### src/rtl/uwd_pkg.sv
package uwd_pkg;

    localparam int unsigned BYTE_W  = 8;
    localparam int unsigned CP_W    = 21;
    localparam int unsigned CNT_W   = 3;
    localparam int unsigned N_CONT  = 3;

    localparam logic [CP_W-1:0]  REPL_CP    = 21'h00FFFD;
    localparam logic [CNT_W-1:0] MAX_AVAIL  = 3'd4;

    // sequence lengths
    localparam logic [CNT_W-1:0] LEN_1 = 3'd1;
    localparam logic [CNT_W-1:0] LEN_2 = 3'd2;
    localparam logic [CNT_W-1:0] LEN_3 = 3'd3;
    localparam logic [CNT_W-1:0] LEN_4 = 3'd4;

    // lead byte class masks
    localparam logic [7:0] MASK_E0 = 8'hE0;
    localparam logic [7:0] MASK_F0 = 8'hF0;
    localparam logic [7:0] MASK_F8 = 8'hF8;
    localparam logic [7:0] PAT_C0  = 8'hC0;
    localparam logic [7:0] PAT_E0  = 8'hE0;
    localparam logic [7:0] PAT_F0  = 8'hF0;
    localparam logic [7:0] MASK_3F = 8'h3F;
    localparam logic [7:0] MASK_1F = 8'h1F;
    localparam logic [1:0] CONT_TAG = 2'b10;

    typedef struct packed {
        logic       cont;
        logic [5:0] bits;
    } t_lane;

    typedef struct packed {
        logic             bad;
        logic [CNT_W-1:0] len;
        logic [6:0]       bits;
    } t_lead;

    typedef struct packed {
        logic [CP_W-1:0]  code_point;
        logic [CNT_W-1:0] advance;
        logic             replaced;
    } t_result;

endpackage

### src/rtl/uwd_lane.sv
module uwd_lane (
    input  logic [7:0]     i_byte,
    output uwd_pkg::t_lane o_lane
);
    import uwd_pkg::*;

    always_comb begin
        o_lane.cont = (i_byte[7:6] == CONT_TAG);
        o_lane.bits = 6'(i_byte & MASK_3F);
    end

endmodule

### src/rtl/uwd_lead.sv
module uwd_lead (
    input  logic [7:0]     i_byte,
    output uwd_pkg::t_lead o_lead
);
    import uwd_pkg::*;

    always_comb begin
        o_lead.bad  = 1'b0;
        o_lead.len  = LEN_1;
        o_lead.bits = i_byte[6:0];
        if (!i_byte[7]) begin
            o_lead.len  = LEN_1;
            o_lead.bits = i_byte[6:0];
        end else if ((i_byte & MASK_E0) == PAT_C0) begin
            o_lead.len  = LEN_2;
            o_lead.bits = 7'(i_byte & MASK_1F);
        end else if ((i_byte & MASK_F0) == PAT_E0) begin
            o_lead.len  = LEN_3;
            o_lead.bits = {3'b000, i_byte[3:0]};
        end else if ((i_byte & MASK_F8) == PAT_F0) begin
            o_lead.len  = LEN_4;
            o_lead.bits = {4'b0000, i_byte[2:0]};
        end else begin
            o_lead.bad  = 1'b1;
            o_lead.len  = LEN_1;
            o_lead.bits = 7'b0;
        end
    end

endmodule

### src/rtl/uwd_merge.sv
module uwd_merge (
    input  uwd_pkg::t_lead                   i_lead,
    input  uwd_pkg::t_lane [uwd_pkg::N_CONT-1:0] i_lanes,
    input  logic [uwd_pkg::CNT_W-1:0]        i_bytes_left,
    output uwd_pkg::t_result                 o_result
);
    import uwd_pkg::*;

    logic [CNT_W-1:0] avail;

    assign avail = (i_bytes_left > MAX_AVAIL) ? MAX_AVAIL : i_bytes_left;

    always_comb begin
        o_result.code_point = REPL_CP;
        o_result.advance    = i_lead.len;
        o_result.replaced   = 1'b1;
        if (avail == 3'd0) begin
            o_result.advance = 3'd0;
        end else if (i_lead.bad) begin
            o_result.advance = LEN_1;
        end else if (i_lead.len > avail) begin
            o_result.advance = avail;
        end else if (i_lead.len >= LEN_2 && !i_lanes[0].cont) begin
            o_result.advance = LEN_1;
        end else if (i_lead.len >= LEN_3 && !i_lanes[1].cont) begin
            o_result.advance = LEN_2;
        end else if (i_lead.len == LEN_4 && !i_lanes[2].cont) begin
            o_result.advance = LEN_3;
        end else begin
            o_result.replaced = 1'b0;
            case (i_lead.len)
                LEN_1: o_result.code_point = {14'b0, i_lead.bits};
                LEN_2: o_result.code_point = {10'b0, i_lead.bits[4:0], i_lanes[0].bits};
                LEN_3: o_result.code_point = {5'b0, i_lead.bits[3:0], i_lanes[0].bits,
                                              i_lanes[1].bits};
                LEN_4: o_result.code_point = {i_lead.bits[2:0], i_lanes[0].bits,
                                              i_lanes[1].bits, i_lanes[2].bits};
                default: o_result.code_point = REPL_CP;
            endcase
        end
    end

endmodule

### src/rtl/utf8_window_decoder.sv
// UTF-8 window decoder. Each input transaction carries the byte at the read
// position, the three bytes after it and the count of bytes left (values
// above four count as four). Each transaction yields exactly one output
// transaction: the decoded code point, how far to move the read position,
// and a replaced flag. Errors (empty buffer, bad lead, sequence running past
// the buffer end, bad continuation byte) return U+FFFD with replaced set;
// overlong forms and surrogates decode as-is. Stage 1 registers the input,
// the output registers the result. Throughput is one transaction per clock
// unless the receiver stalls, set by the two-stage pipeline (lane stage, then
// merge stage) each of which accepts a new transaction whenever it is empty or its contents move on.
module utf8_window_decoder (
    input  logic                      i_clk,
    input  logic                      i_rst_n,
    input  logic                      i_valid,
    output logic                      o_stall,
    input  logic [7:0]                i_lead_byte,
    input  logic [7:0]                i_second_byte,
    input  logic [7:0]                i_third_byte,
    input  logic [7:0]                i_fourth_byte,
    input  logic [uwd_pkg::CNT_W-1:0] i_bytes_left,
    output logic                      o_valid,
    input  logic                      i_stall,
    output logic [uwd_pkg::CP_W-1:0]  o_code_point,
    output logic [uwd_pkg::CNT_W-1:0] o_advance,
    output logic                      o_replaced
);
    import uwd_pkg::*;

    // ---- lane stage: lead classifier plus one lane per continuation byte
    t_lead                 lead;
    t_lane [N_CONT-1:0]    lanes;
    logic  [7:0]           cont_bytes [N_CONT];

    assign cont_bytes[0] = i_second_byte;
    assign cont_bytes[1] = i_third_byte;
    assign cont_bytes[2] = i_fourth_byte;

    uwd_lead u_lead (
        .i_byte (i_lead_byte),
        .o_lead (lead)
    );

    for (genvar g = 0; g < N_CONT; g++) begin : g_lane
        uwd_lane u_lane (
            .i_byte (cont_bytes[g]),
            .o_lane (lanes[g])
        );
    end

    // stage 1 registers
    logic                  r_s1_valid;
    t_lead                 r_s1_lead;
    t_lane [N_CONT-1:0]    r_s1_lanes;
    logic  [CNT_W-1:0]     r_s1_left;

    // stage 2 (output) registers
    logic                  r_out_valid;
    t_result               r_out;
    t_result               n_out;

    logic out_load;   // output register may take a new transaction
    logic s1_load;    // stage 1 may take a new transaction

    assign out_load = !r_out_valid || !i_stall;
    assign s1_load  = !r_s1_valid || out_load;
    assign o_stall  = !s1_load;

    // ---- merge stage: priority of error cases, then code point assembly
    uwd_merge u_merge (
        .i_lead       (r_s1_lead),
        .i_lanes      (r_s1_lanes),
        .i_bytes_left (r_s1_left),
        .o_result     (n_out)
    );

    always_ff @(posedge i_clk) begin
        if (!i_rst_n) begin
            r_s1_valid <= 1'b0;
        end else if (s1_load) begin
            r_s1_valid <= i_valid;
        end
    end

    always_ff @(posedge i_clk) begin
        if (s1_load && i_valid) begin
            r_s1_lead  <= lead;
            r_s1_lanes <= lanes;
            r_s1_left  <= i_bytes_left;
        end
    end

    always_ff @(posedge i_clk) begin
        if (!i_rst_n) begin
            r_out_valid <= 1'b0;
        end else if (out_load) begin
            r_out_valid <= r_s1_valid;
        end
    end

    always_ff @(posedge i_clk) begin
        if (out_load && r_s1_valid) begin
            r_out <= n_out;
        end
    end

    assign o_valid      = r_out_valid;
    assign o_code_point = r_out.code_point;
    assign o_advance    = r_out.advance;
    assign o_replaced   = r_out.replaced;

endmodule

### config.mk
export PLATFORM = sky130hd
export DESIGN_NAME = utf8_window_decoder
export DESIGN_NICKNAME = d
export VERILOG_FILES = /design/src/rtl/uwd_pkg.sv /design/src/rtl/uwd_lane.sv /design/src/rtl/uwd_lead.sv /design/src/rtl/uwd_merge.sv /design/src/rtl/utf8_window_decoder.sv
export SDC_FILE = /design/constraint.sdc
export NUM_CORES = 1
export LEC_CHECK = 0
export BUFFER_PORTS_ARGS = -buffer_cell sky130_fd_sc_hd__buf_2
export CORE_ASPECT_RATIO = 1.75
export CORE_UTILIZATION = 48
export CTS_BUF_LIST = sky130_fd_sc_hd__clkbuf_16
export DETAILED_ROUTE_END_ITERATION = 10
export PLACE_DENSITY_LB_ADDON = 0.05
export SETUP_SLACK_MARGIN = 0.1
export SLEW_MARGIN = 30
export SYNTH_ARGS = -nofsm -noshare
export SYNTH_HDL_FRONTEND = slang
export SYNTH_SLANG_ARGS = --single-unit
### constraint.sdc
create_clock -name i_clk -period 3.6 [get_ports i_clk]
set_input_delay 1.08 -clock i_clk [delete_from_list [all_inputs] [get_ports i_clk]]
set_output_delay 1.08 -clock i_clk [all_outputs]
set_load 0.02 [all_outputs]
==> impl_metrics.csv <==
group,metric,value,unit
global_route,grt_pass1_vias,1709,
synth,synthDistinctLibCells,42,
finish,fill_cells,444,
flow_run,drv_cap,0,
setup_path,crit_start,"i_stall",
clock_tree,cts_hold_buf,0,
sta,tightest_slew,585,ps
setup_path,endpoint,"o_stall",
floorplanning,die_w,60.0,µm
placement,hpwl,3540,µm
floorplanning,fp.dieH,103,µm
sta,finalClockSkew,5.11,ps
power_and_ir_drop,vdd_drop_max,0.000356,V
clock_tree,post_cts.repair.setup_buffers,0,
floorplanning,io_pins,66,
sta,setup_ws,943,ps
floorplanning,core,5630,µm²
min_path,hold_class,"flop to flop",
synth,yosysWarnings,0,
clock_tree,post_cts_resized,0,
setup_path,r2r_cells,5,
setup_path,r2r_start,"r_s1_lead[9]",
setup_path,cp.depth,3,
synth,ys_seq_area_frac,0.652,
route,drc_errors,0,
route,drt_first_pass_iters,4,
route,dr.first_iter.drc_count,27,
clock_tree,htreeDepth,3,
power_and_ir_drop,leakagePower,1.34,nW
synth,syn-cell-area,2830,µm²
setup_path,crit_arrival,1580,ps
global_route,grt_pass1_wl,7720,µm
power_and_ir_drop,powerDensity,536,nW/µm²
setup_path,regToRegEndpoint,"o_code_point[20]",
global_route,track_usage,0.179,
placement,gp_congestion,0.836,
clock_tree,tritoncts,"built",
setup_path,ff2ff_setup_slack,1360,ps
synth,synth_edf_count,60,
finish,post-route-util,0.626,
floorplanning,die_area,6210,µm²
setup_path,worstSetupPathType,"primary input to output pin",
route,wl_per_cell,13.2,µm
sta,relSlewSlack,0.610,
synth,postSynthAreaPerCell,12.8,µm²
setup_path,cp_cell_sequence,"buf_2 -> and3_1 -> buf_2",
finish,drive_above_1_share,0.310,
floorplanning,row_count,36,
sta,setup_viol,0,
placement,port_buffers,65,
setup_path,path_delay_family,"buffers and inverters",
global_route,grt_overflow,0,
sta,rsz0062_at_grt,"no",
sta,drv_slew,0,
sta,finalCritPeriodShare,0.738,
clock_tree,cts_max_path_buffers,2,
synth,synth_seq_cells,62,
setup_path,max_stage_delay,210,ps
sta,hold_viol,0,
synth,synth_flop_cell,"edfxtp_1",
synth,async_flop_share,0,
setup_path,critPathMostFrequentCell,"buf_2",
setup_path,path_buf_inv,2,
sta,layout_min_cycle_time,2660,ps
route,routed_via_density,5.15,
route,routed_wl,4900,µm
synth,synth_nets,261,
synth,syn-instance-count,220,
finish,finalNetCount,330,
run_status,status,"completed",
clock_tree,cts_buffers,9,
clock_tree,clkLatencyLatePin,320,ps
global_route,antenna_found_initial,0,
setup_path,worstPathMaxFanout,3,
sta,fmax,376,MHz
global_route,grt_max_degree,36,
sta,whs,503,ps
finish,area_growth,24.7,%
setup_path,worstPathRequired,2520,ps
clock_tree,cts.sinks,62,
clock_tree,path_clk_slew,50,ps
clock_tree,cts-root-buf,"clkbuf_16",
sta,fin_tns_setup,0,ps
floorplanning,initial_core_util,0.502,
placement,preCtsSetupSlack,941,ps
setup_path,cp_slowest_cell,"and3_1",
route,ant_nets,0,
setup_path,endpoint_kind,"output pin",
setup_path,start_kind,"primary input",
route,dr_total_vias,1906,
finish,diodes,0,
==> layout make-up <==
cell class                      instances  area, µm²  area share
Sequential cell                        62       1840       0.523
Multi-Input combinational cell        138        887       0.252
Timing Repair Buffer                   70        363       0.103
Clock buffer                            9        225      0.0639
Tap cell                               76       95.1      0.0270
Clock inverter                          7       81.3      0.0231
Inverter                                8       30.0     0.00852
==> cell usage after synthesis, types with 6 or more instances <==
| library cell | number | area share |
|---|---|---|
| a21oi_1 | 13 | 0.023 |
| a2bb2oi_1 | 6 | 0.019 |
| inv_1 | 7 | 0.0093 |
| nand2b_1 | 6 | 0.013 |
| mux2i_1 | 7 | 0.025 |
| nor2b_1 | 12 | 0.027 |
| edfxtp_1 | 60 | 0.64 |
| nand2_1 | 28 | 0.037 |
| o21a_1 | 6 | 0.016 |
| and3_1 | 6 | 0.013 |
| o22ai_1 | 16 | 0.035 |
==> sequential cells by signal, indices dropped and copies added (netlist names) <==
signal / cells
r_s1_left: 3
r_s1_lanes: 21
o_replaced: 1
o_advance: 3
o_valid: 1
o_code_point: 21
r_s1_valid: 1
r_s1_lead: 11
==> cells by family (layout without fill, tap and decap cells) <==
group,count (synthesis),count (layout),synth area share
AND/OR/NAND/NOR,71,71,0.135
flip-flops,62,62,0.652
AO/OA/AOI/OAI,56,56,0.135
buffers and inverters,20,94,0.0363
multiplexers,9,9,0.0328
adder cells (fa/ha/maj),2,2,0.00886
==> report_power, final <==
| group | total [W] | internal [W] | switching [W] | leakage, nW |
|---|---|---|---|---|
| registers | 0.000862 | 0.000837 | 0.0000255 | 0.556 |
| clock network | 0.000862 | 0.000593 | 0.000268 | 0.159 |
| logic | 0.000163 | 0.0000716 | 0.0000917 | 0.625 |
==> worst min-delay path by stage <==
stage / startpoint / endpoint / cells after the start
final: r_s1_valid / o_valid / 2
after global routing: r_s1_valid / o_valid / 2
after CTS: r_s1_valid / o_valid / 2
after detailed placement: r_s1_valid / o_valid / 2
after global placement: r_s1_valid / o_valid / 2
after floorplan: r_s1_valid / o_valid / 2
==> worst reg2reg max path: stages, from the launching register on <==
cell and delay, ps:
edfxtp_1 590, ha_1 420, nand2_1 70, or3b_1 390
o2111a_2 270, and3_1 230
==> cells in the final DEF (no fill, tap or decap), drive strengths merged, types with 2 or more instances in the layout <==
cell	instances
a21boi	2
a21oi	13
a2bb2oi	6
and2	2
and3	6
buf	70
bufinv	2
clkbuf	9
clkinv	3
dfxtp	2
edfxtp	60
ha	2
inv	10
mux2	2
mux2i	7
nand2	28
nand2b	6
nor2	4
nor2b	12
nor3	4
nor3b	5
o21a	6
o21ai	3
o22ai	16
==> metrics by stage <==
step	cells	power, W	instance area, µm²
3_3_place_gp	354	0.00104	3220
2_1_floorplan	220	0.000985	2830
3_5_place_dp	354	0.00104	3220
4_1_cts	370	0.00191	3520
6_report	370	0.00189	3520
5_1_grt	370	0.00196	3520
==> routing by layer <==
layer / wire length [µm] / up-vias / GRT usage
li1: - / 967 / -
met1: 1980 / 861 / 0.187
met2: 2540 / 65 / 0.295
met3: 185 / 13 / 0.0547
met4: 193 / 0 / 0.136
met5: 0 / - / 0
Power figures use the tool's default switching activity.
